==> src/slcd_pkg.sv <==
package slcd_pkg;

    // Register map
    localparam int unsigned CFG_ADDR_W  = 3;
    localparam int unsigned CFG_DATA_W  = 32;
    localparam logic        REG_START_BYTE = 1'b0;   // register index 0

    localparam logic [7:0] START_RESET  = 8'h16;
    localparam logic [1:0] HEADER_BYTES = 2'd2;

    typedef enum logic [2:0] {
        PH_HUNT    = 3'd0,
        PH_HEADER  = 3'd1,
        PH_LENGTH  = 3'd2,
        PH_PAYLOAD = 3'd3,
        PH_CHECK   = 3'd4
    } t_phase;

    typedef struct packed {
        logic [7:0] frame_byte;
        logic       first_byte;
        logic       last_byte;
        logic       checksum_ok;
    } t_frame_item;

    typedef struct packed {
        logic        valid;
        t_frame_item item;
    } t_result;

endpackage

==> src/slcd_rx_if.sv <==
interface slcd_rx_if;
    logic       valid;
    logic       ready;
    logic [7:0] rx_byte;

    modport source (output valid, output rx_byte, input ready);
    modport sink (input valid, input rx_byte, output ready);
endinterface

==> src/slcd_frame_if.sv <==
interface slcd_frame_if;
    logic       valid;
    logic       ready;
    logic [7:0] frame_byte;
    logic       first_byte;
    logic       last_byte;
    logic       checksum_ok;

    modport source (
        output valid, output frame_byte, output first_byte,
        output last_byte, output checksum_ok, input ready
    );
    modport sink (
        input valid, input frame_byte, input first_byte,
        input last_byte, input checksum_ok, output ready
    );
endinterface

==> src/start_length_checksum_deframer.sv <==
// Frame finder for a received byte stream.
// Input channel i_rx carries one received byte per item. Bytes are dropped
// until one equals the start byte register; then the start byte, two header
// bytes, a length byte N, N payload bytes and a checksum byte (N+5 bytes)
// each go out as one item on o_frame, with first_byte on the start byte and
// last_byte on the checksum byte. checksum_ok is set on the last byte when
// the 8-bit sum of header, length and payload bytes equals the checksum.
// Latency: an accepted byte appears on o_frame in the next cycle.
// Throughput: one byte per cycle while o_frame.ready is high; the frame state update (phase, counters,
// running sum) sits between the state registers and the output register.
// Stall: the output register holds its item while o_frame.ready is low, and
// i_rx.ready stays high only while that register is empty or being drained.
// Reset (synchronous, active low): hunting for a start byte, output empty,
// start byte register back to 0x16.
// Config: APB, start_byte at address 0; write it only while the block idles.
module start_length_checksum_deframer
    import slcd_pkg::*;
(
    input  logic                  i_clk,
    input  logic                  i_rst_n,
    slcd_rx_if.sink               i_rx,
    slcd_frame_if.source          o_frame,
    input  logic                  psel,
    input  logic                  penable,
    input  logic                  pwrite,
    input  logic [CFG_ADDR_W-1:0] paddr,
    input  logic [CFG_DATA_W-1:0] pwdata,
    output logic [CFG_DATA_W-1:0] prdata,
    output logic                  pready
);

    // ---- configuration ----
    logic [7:0] r_start_byte;
    logic       cfg_sel_start;

    // register index is the top address bit
    assign cfg_sel_start = (paddr[CFG_ADDR_W-1] == REG_START_BYTE);
    assign pready        = 1'b1;
    assign prdata        = cfg_sel_start ? {{(CFG_DATA_W-8){1'b0}}, r_start_byte}
                                         : '0;

    always_ff @(posedge i_clk) begin
        if (!i_rst_n) begin
            r_start_byte <= START_RESET;
        end else if (psel && penable && pwrite && cfg_sel_start) begin
            r_start_byte <= pwdata[7:0];
        end
    end

    // ---- frame state and per-byte decision ----
    logic        rx_accept;
    t_result     result;
    logic        r_out_valid, n_out_valid;
    t_frame_item r_out_item;

    assign i_rx.ready = !r_out_valid || o_frame.ready;
    assign rx_accept  = i_rx.valid && i_rx.ready;

    slcd_parser u_parser (
        .i_clk        (i_clk),
        .i_rst_n      (i_rst_n),
        .i_step       (rx_accept),
        .i_byte       (i_rx.rx_byte),
        .i_start_byte (r_start_byte),
        .o_result     (result)
    );

    // ---- output register ----
    always_comb begin
        n_out_valid = r_out_valid;
        if (rx_accept) begin
            n_out_valid = result.valid;     // a hunted-over byte leaves it empty
        end else if (o_frame.ready) begin
            n_out_valid = 1'b0;
        end
    end

    always_ff @(posedge i_clk) begin
        if (!i_rst_n) begin
            r_out_valid <= 1'b0;
        end else begin
            r_out_valid <= n_out_valid;
        end
    end

    always_ff @(posedge i_clk) begin
        if (rx_accept && result.valid) begin
            r_out_item <= result.item;
        end
    end

    assign o_frame.valid       = r_out_valid;
    assign o_frame.frame_byte  = r_out_item.frame_byte;
    assign o_frame.first_byte  = r_out_item.first_byte;
    assign o_frame.last_byte   = r_out_item.last_byte;
    assign o_frame.checksum_ok = r_out_item.checksum_ok;

`ifndef SYNTHESIS
    // a held item must block the input side
    a_stall_blocks_input: assert property (@(posedge i_clk) disable iff (!i_rst_n)
        (r_out_valid && !o_frame.ready) |-> !i_rx.ready)
        else $error("input accepted while output item is stalled");

    // a frame byte is never both first and last
    a_first_last_excl: assert property (@(posedge i_clk) disable iff (!i_rst_n)
        o_frame.valid |-> !(o_frame.first_byte && o_frame.last_byte))
        else $error("item marked both first and last");

    // checksum status only rides on the closing byte
    a_ok_on_last: assert property (@(posedge i_clk) disable iff (!i_rst_n)
        (o_frame.valid && o_frame.checksum_ok) |-> o_frame.last_byte)
        else $error("checksum_ok set on a non-final byte");

    // a stalled output with no new acceptance keeps its item
    a_hold_item: assert property (@(posedge i_clk) disable iff (!i_rst_n)
        (r_out_valid && !o_frame.ready) |=> (r_out_valid && $stable(r_out_item)))
        else $error("stalled output item changed");
`endif

endmodule

==> src/slcd_parser.sv <==
module slcd_parser
    import slcd_pkg::*;
(
    input  logic       i_clk,
    input  logic       i_rst_n,
    input  logic       i_step,
    input  logic [7:0] i_byte,
    input  logic [7:0] i_start_byte,
    output t_result    o_result
);

    t_phase     r_phase, n_phase;
    logic [1:0] r_header_count, n_header_count;
    logic [7:0] r_payload_left, n_payload_left;
    logic [7:0] r_sum, n_sum;

    // next state
    always_comb begin
        n_phase        = r_phase;
        n_header_count = r_header_count;
        n_payload_left = r_payload_left;
        n_sum          = r_sum;
        case (r_phase)
            PH_HEADER: begin
                n_sum          = r_sum + i_byte;
                n_header_count = r_header_count + 2'd1;
                if (n_header_count >= HEADER_BYTES) begin
                    n_phase = PH_LENGTH;
                end
            end
            PH_LENGTH: begin
                n_sum          = r_sum + i_byte;
                n_payload_left = i_byte;
                n_phase        = (i_byte != 8'd0) ? PH_PAYLOAD : PH_CHECK;
            end
            PH_PAYLOAD: begin
                n_sum          = r_sum + i_byte;
                n_payload_left = r_payload_left - 8'd1;
                if (n_payload_left == 8'd0) begin
                    n_phase = PH_CHECK;
                end
            end
            PH_CHECK: begin
                n_phase        = PH_HUNT;
                n_header_count = 2'd0;
                n_payload_left = 8'd0;
                n_sum          = 8'd0;
            end
            default: begin
                // hunting; unused codes fall back here too
                n_phase = PH_HUNT;
                if (i_byte == i_start_byte) begin
                    n_phase        = PH_HEADER;
                    n_header_count = 2'd0;
                    n_payload_left = 8'd0;
                    n_sum          = 8'd0;
                end
            end
        endcase
    end

    // outputs
    always_comb begin
        o_result.valid            = 1'b1;
        o_result.item.frame_byte  = i_byte;
        o_result.item.first_byte  = 1'b0;
        o_result.item.last_byte   = 1'b0;
        o_result.item.checksum_ok = 1'b0;
        case (r_phase)
            PH_HEADER, PH_LENGTH, PH_PAYLOAD: begin
                o_result.valid = 1'b1;
            end
            PH_CHECK: begin
                o_result.item.last_byte   = 1'b1;
                o_result.item.checksum_ok = (r_sum == i_byte);
            end
            default: begin
                o_result.valid           = (i_byte == i_start_byte);
                o_result.item.first_byte = 1'b1;
            end
        endcase
    end

    always_ff @(posedge i_clk) begin
        if (!i_rst_n) begin
            r_phase        <= PH_HUNT;
            r_header_count <= 2'd0;
            r_payload_left <= 8'd0;
            r_sum          <= 8'd0;
        end else if (i_step) begin
            r_phase        <= n_phase;
            r_header_count <= n_header_count;
            r_payload_left <= n_payload_left;
            r_sum          <= n_sum;
        end
    end

endmodule
==> src/flat_wrapper.sv <==
// flat-port wrapper written by rule: the top's interface ports become plain ports
module start_length_checksum_deframer_flat import slcd_pkg::*;
  (i_clk, i_rst_n, psel, penable, pwrite, paddr, pwdata, prdata, pready, i_rx_valid, i_rx_rx_byte, i_rx_ready, o_frame_valid, o_frame_frame_byte, o_frame_first_byte, o_frame_last_byte, o_frame_checksum_ok, o_frame_ready);
  slcd_rx_if i_rx_i ();
  slcd_frame_if o_frame_i ();
  input  logic i_clk;
  input  logic i_rst_n;
  input  logic psel;
  input  logic penable;
  input  logic pwrite;
  input  logic [CFG_ADDR_W-1:0] paddr;
  input  logic [CFG_DATA_W-1:0] pwdata;
  output logic [CFG_DATA_W-1:0] prdata;
  output logic pready;
  input wire logic [$bits(i_rx_i.valid)-1:0] i_rx_valid;
  input wire logic [$bits(i_rx_i.rx_byte)-1:0] i_rx_rx_byte;
  output wire logic [$bits(i_rx_i.ready)-1:0] i_rx_ready;
  output wire logic [$bits(o_frame_i.valid)-1:0] o_frame_valid;
  output wire logic [$bits(o_frame_i.frame_byte)-1:0] o_frame_frame_byte;
  output wire logic [$bits(o_frame_i.first_byte)-1:0] o_frame_first_byte;
  output wire logic [$bits(o_frame_i.last_byte)-1:0] o_frame_last_byte;
  output wire logic [$bits(o_frame_i.checksum_ok)-1:0] o_frame_checksum_ok;
  input wire logic [$bits(o_frame_i.ready)-1:0] o_frame_ready;
  assign i_rx_i.valid = i_rx_valid;
  assign i_rx_i.rx_byte = i_rx_rx_byte;
  assign i_rx_ready = i_rx_i.ready;
  assign o_frame_valid = o_frame_i.valid;
  assign o_frame_frame_byte = o_frame_i.frame_byte;
  assign o_frame_first_byte = o_frame_i.first_byte;
  assign o_frame_last_byte = o_frame_i.last_byte;
  assign o_frame_checksum_ok = o_frame_i.checksum_ok;
  assign o_frame_i.ready = o_frame_ready;
  start_length_checksum_deframer u_core (.i_clk(i_clk), .i_rst_n(i_rst_n), .i_rx(i_rx_i), .o_frame(o_frame_i), .psel(psel), .penable(penable), .pwrite(pwrite), .paddr(paddr), .pwdata(pwdata), .prdata(prdata), .pready(pready));
endmodule
==> config.mk <==
export PLATFORM = sky130hd
export DESIGN_NAME = start_length_checksum_deframer_flat
export DESIGN_NICKNAME = d
export VERILOG_FILES = /design/src/slcd_pkg.sv /design/src/slcd_rx_if.sv /design/src/slcd_frame_if.sv /design/src/start_length_checksum_deframer.sv /design/src/slcd_parser.sv /design/src/flat_wrapper.sv
export SDC_FILE = /design/constraint.sdc
export NUM_CORES = 1
export LEC_CHECK = 0
export BUFFER_PORTS_ARGS = -buffer_cell sky130_fd_sc_hd__buf_2
export CORE_UTILIZATION = 45
export DETAILED_ROUTE_END_ITERATION = 8
export PLACE_DENSITY = 0.8
export REMOVE_ABC_BUFFERS = 1
export SLEW_MARGIN = 20
export SYNTH_ARGS = -nofsm -noshare
export SYNTH_HDL_FRONTEND = slang
export SYNTH_SLANG_ARGS = --single-unit
==> constraint.sdc <==
create_clock -name i_clk -period 1.7 [get_ports i_clk]
set_input_delay 0.17 -clock i_clk [delete_from_list [all_inputs] [get_ports i_clk]]
set_output_delay 0.17 -clock i_clk [all_outputs]
set_load 0.1 [all_outputs]
---- Yosys cells after proc, flatten, opt, wreduce, memory -nomap -nowiden ----
Index checks and enable logic that the tools add are counted.
word-level totals
  output and inout port bits .............. 46
  register bits after elaboration ......... 41
  word-level logic and storage cells ...... 61
  bits of input ports ..................... 50
cells by class
  reduce and logical (&&, ||, !) cells .... 20
  eq/ne operators ......................... 8
  bitwise operators ....................... 3
  add/sub/neg operators ................... 3
  multiplexer cells ....................... 16
  magnitude comparators ................... 1
operators by type and width
  kind                                                  count
  case mux 8 bit (4 select lines)                       1
  equality test 8 bit                                   2
  2-to-1 mux 8 bit                                      2
  case mux 8 bit (2 select lines)                       1
  case mux 3 bit (4 select lines)                       1
  2-to-1 mux 3 bit                                      3
  AND reduction 3 bit                                   3
  adder 8 bit                                           1
  logical NOT 8 bit                                     1
  nonzero test 8 bit                                    1
  subtractor 8 x 1 -> 8 bit (second input constant)     1
  equality test 3 x 2 -> 1 bit (second input constant)  2
  case mux 2 bit (3 select lines)                       1
  nonzero test 3 bit                                    2
  logical AND 1 bit                                     5
  2-to-1 mux 1 bit                                      5
  2-to-1 mux 2 bit                                      2
  inequality test 2 bit (second input constant)         2
  nonzero test 4 bit                                    1
  OR reduction 4 bit                                    1
  equality test 3 x 1 -> 1 bit (second input constant)  1
  equality test 3 bit (second input constant)           1
  NOT 1 bit                                             3
  OR reduction 3 bit                                    1
  7 further kinds                                       7

---- Longest topological paths before layout ----
  depth in word-level cells ............... 4
  depth in mapped cells ................... 8
  gate-level depth less buffers ........... 7

---- By module ----
From an unflattened synthesis, not the netlist that was laid out.
second synthesis, totals
  cell total of the unflattened synthesis .. 310
  area total of the unflattened synthesis .. 2767.7 um^2
by module, submodules not included
  module                          area an instance (um^2)  sequential area each (um^2)  instances  cells an instance
  slcd_parser                     1780.5                   420.4                        1          223
  start_length_checksum_deframer  987.2                    510.5                        1          87

---- Worst setup path after synthesis ----
No wires, ideal clock.
  path type ............................... register to register
  start point ............................. register u_core.r_out_valid, in the netlist u_core.o_frame.valid
  end point ............................... register u_core.r_out_item, in the netlist u_core.o_frame.checksum_ok (enable)
  setup time .............................. 0.291 ns
  buffers on the path ..................... 1
  arrival ................................. 2.370 ns
  clock period less this slack ............ 2.661 ns
  setup slack ............................. -0.961 ns
  data required time ...................... 1.409 ns
  cell stages (with the launch flop) ...... 6
  cells stage by stage .................... dfxtp_1 -> nand2b_2 -> and2_1 -> buf_2 -> nand2b_1 -> inv_1
between the ends
  cells in the longest elaborated chain, start to end .. 4
ends and longest elaborated chain
  element                 line                                  text
  from (decl)             start_length_checksum_deframer.sv:53  logic r_out_valid, n_out_valid;
  from (signal assigned)  start_length_checksum_deframer.sv:82  r_out_valid <= n_out_valid;
  logical NOT 1 bit       start_length_checksum_deframer.sv:56  assign i_rx.ready = !r_out_valid || o_frame.ready;
  logical OR 1 bit        start_length_checksum_deframer.sv:56
  net i_rx_ready          flat_wrapper.sv:17                    output wire logic [$bits(i_rx_i.ready)-1:0] i_rx_ready;
  logical AND 1 bit       start_length_checksum_deframer.sv:57  assign rx_accept = i_rx.valid && i_rx.ready;
  logical AND 1 bit       start_length_checksum_deframer.sv:87  if (rx_accept && result.valid) begin
  to (signal assigned)    start_length_checksum_deframer.sv:88  r_out_item <= result.item;
  to (decl)               start_length_checksum_deframer.sv:54  t_frame_item r_out_item;
The timed path passes the listed nets, and every way through them passes these cells.
A chain may end at the register's enable or synchronous reset.

---- Final worst setup path ----
  start point ............................. register u_core.u_parser.r_sum[0]
  end point ............................... register u_core.u_parser.r_sum[4]
between the ends
  cells in the longest elaborated chain, start to end .. 2
ends and longest elaborated chain
  element                          line                                                     text
  from (decl)                      slcd_parser.sv:15                                        logic [7:0] r_sum, n_sum;
  from (signal assigned)           slcd_parser.sv:94                                        r_sum <= n_sum;
  adder 8 bit                      slcd_parser.sv:25, slcd_parser.sv:32, slcd_parser.sv:37
  case mux 8 bit (2 select lines)  slcd_parser.sv:23                                        case (r_phase)
Every way passes these cells.

==> run metrics <==
run status finished, violations left; failing checks setup timing; Fin. Hold Viols 0; Slew Limit Fails 0; setup ws final -0.326 ns; Seq/Total Area, Yosys 0.349; vias in the first global route 2,789; Worst EP arrival 2.27 ns; vias after detailed routing around 3,000; initial antenna violation count 0; VDD IR max between 500 and 600 µV; Synth Register Bits 41; Initial Util 0.476; DP Area approximately 3200 µm²; simple-gate share of the synthesized area 0.235; Root Buffer clkbuf_8; Post-Synth Adder-Cell Area 0.0497; Sink Count 41; xor/xnor share of the synthesized area 0.0591; CTS Buf Count 5; WL final 9190 µm; die area 6240 µm²; DRC viols 0; clk_skew about 0.019 ns; Hold Path Class input port to register; Unique masters post-synth 57; Post-Syn Area approximately 2700 µm²; MaxCap Viol Count 0; Placer Congestion 1.06; hold_ws around 0.07 ns; Power per Cell Area 870 nW/µm²; Synth-to-Final Area Change 40.5%; die height slightly below 80 µm; Power Total approximately 3.3 mW; FP Rows 27; Fill cells approximately 420; clk_lat worst skew about 0.32 ns; Startpoint Class register; post-synthesis mux area share 0.0225; largest net degree at the start of global routing 18; Worst Path Required slightly below 2 ns; wire length of the first global-routing pass ~14,000 µm; global route total overflow 0; # port buffers 44; Leak 1.65 nW; die width approximately 79 µm; fmax 494 MHz; reg-to-reg slack, setup -0.33 ns; IO Pins 96; # setup viols final 14; Synth Flop Type dfxtp_1; hpwl dp 5550 µm; main combinational cell family by area after synthesis simple AND/OR/NAND/NOR gates; vias per cell 6.12; cts hold-fix bufs 0; # diodes 0; TritonCTS clock tree done; final instance area 3750 µm²; number of flops mapped to enable cells by yosys 11; critical path endpoint category register; DRT antenna net count 0; CTS H-Tree Depth 2; final net count ~470; Total GRT Usage 0.286; CP Class register to register; Synth warnings 0; DRT iter0 DRCs around 380; post-synthesis compound-gate area fraction 0.181; Syn Inst Count approximately 310; clock tree buffer depth 2; WL per Instance 19.0 µm; Crit Path Max Fanout 2; average size of a mapped cell about 8.7 µm²; clock-pin slew on the worst setup and hold paths 0.10 ns; core region area between 5000 and 6000 µm²; layout cells sized above 1 0.451; 1st-pass router iterations 6; FFs w/ async S/R, synth 0; min cycle time layout about 2.0 ns; Tcrit/Tclk final 1.19; RSZ-0062 raised after global routing true
-- cell usage after synthesis (all sizes together) (2+ instances only) --
master	n	area share
dfxtp	30	0.23
nor3b	2	0.0056
ha	9	0.042
o21ai	13	0.024
conb	2	0.0028
or3	2	0.0047
buf	30	0.081
nor2b	10	0.023
edfxtp	11	0.12
o31ai	5	0.014
nand4	4	0.0094
and4	3	0.0099
xnor2	13	0.043
nand2b	4	0.010
a31oi	3	0.0070
nor3	4	0.0075
and2	3	0.0070
nand4b	3	0.0099
a21oi	22	0.041
mux2i	6	0.023
a21o	4	0.011
clkbuf	7	0.0099
nand2	37	0.052
nor2	16	0.024
nor4	4	0.0094
or4	5	0.015
or4b	2	0.0089
a32o	5	0.019
a31o	2	0.0066
xor2	5	0.016
nand3b	3	0.0084
nand3	8	0.015
inv	7	0.0099
and3	4	0.0094
o211ai	5	0.016
-- area by class of cell --
class | count | area [µm²] | area share
Multi-Input combinational cell | 245 | 1840 | 0.491
Sequential cell | 41 | 957 | 0.255
Timing Repair Buffer | 110 | 734 | 0.196
Tap cell | 72 | 90.1 | 0.0240
Clock buffer | 5 | 68.8 | 0.0184
Inverter | 8 | 32.5 | 0.00868
Clock inverter | 3 | 25.0 | 0.00668
-- flip-flops by register name, indices dropped and copies added (netlist names) --
| signal | count |
|---|---|
| u_core.o_frame.last_byte | 1 |
| u_core.r_start_byte | 8 |
| u_core.o_frame.frame_byte | 8 |
| u_core.u_parser.r_phase | 3 |
| u_core.u_parser.r_sum | 8 |
| u_core.o_frame.checksum_ok | 1 |
| u_core.u_parser.r_header_count | 2 |
| u_core.o_frame.first_byte | 1 |
| u_core.o_frame.valid | 1 |
| u_core.u_parser.r_payload_left | 8 |
-- layer usage --
| layer | part of all wire | vias up | routed length, µm | global-route usage |
|---|---|---|---|---|
| met5 | 0 | - | 0 | 0 |
| met4 | 0.073 | 0 | 675 | 0.178 |
| met3 | 0.11 | 82 | 1030 | 0.0552 |
| met2 | 0.45 | 274 | 4090 | 0.458 |
| met1 | 0.37 | 1336 | 3390 | 0.351 |
| li1 | - | 1272 | - | - |
-- cell usage in the layout (no fill, tap or decap), types with 3 or more instances in the layout --
cell / count
o21ai_0: 7
ha_4: 6
dfxtp_1: 13
nand3_1: 5
a32o_1: 4
nand2b_1: 3
a21oi_1: 16
a21oi_2: 4
xnor2_2: 7
o31ai_1: 4
and3_1: 3
mux2i_1: 6
buf_4: 61
buf_2: 44
inv_1: 5
nor4_1: 4
clkbuf_8: 5
a21o_1: 4
buf_6: 5
or4_4: 4
xor2_1: 5
nor2b_1: 10
dfxtp_2: 15
a31oi_1: 3
o211ai_1: 4
o21ai_1: 4
nand2_1: 37
nand3b_1: 3
nand4_1: 4
and2_1: 3
xnor2_1: 6
edfxtp_1: 11
nor2_1: 14
nand4b_1: 3
conb_1: 25
-- kinds of logic (layout without fill, tap and decap cells) --
group,after synthesis,after routing
muxes,6,6
other,2,25
adders and majority gates,10,10
DFF,41,41
AOI/OAI and AO/OA,71,71
buffers and inverters,45,126
and+or+nand+nor,115,115
xor gates and xnor gates,18,18
-- through the flow --
stage          instances  setup WS [ns]  utilization  TNS, ns
2_1_floorplan        294         -0.918            -   -27.81
3_3_place_gp         466         -0.207        0.578   -0.930
3_5_place_dp         466         -0.357        0.578    -2.48
4_1_cts              483         -0.190        0.641   -0.554
5_1_grt              484         -0.355        0.668    -1.96
6_report             484         -0.326        0.668    -1.51
-- repair_timing --
item / 4_1_cts / 5_1_grt
setup buffers: 9 / 4
pin swaps: 18 / 22
endpoints found under the setup margin: 9 / 26
gates resized for setup: 40 / 44
-- critical path, stage by stage (launching register included) --
cell     delay, ns
dfxtp_2       0.35
ha_4          0.16
fa_2          0.34
a21o_1        0.21
a21oi_2       0.24
xor2_1        0.09
or4_1         0.40
a21oi_1       0.16
-- power by group --
| part | internal (mW) | switching (mW) |
|---|---|---|
| Clock | 0.297 | 0.410 |
| Sequential | 1.08 | 0.0583 |
| Combinational | 0.462 | 0.957 |
| Total | 1.83 | 1.43 |
-- worst paths after layout --
kind,cells past startpoint,endpoint,start
worst max-delay path,7,u_core.u_parser.r_sum[4],u_core.u_parser.r_sum[0]
worst min-delay path,3,u_core.r_start_byte[4],pwdata[4]
worst max register to register,7,u_core.u_parser.r_sum[4],u_core.u_parser.r_sum[0]
worst min register to register,2,u_core.r_start_byte[5],u_core.r_start_byte[5]
No activity file was read; power rests on OpenSTA's default activity.
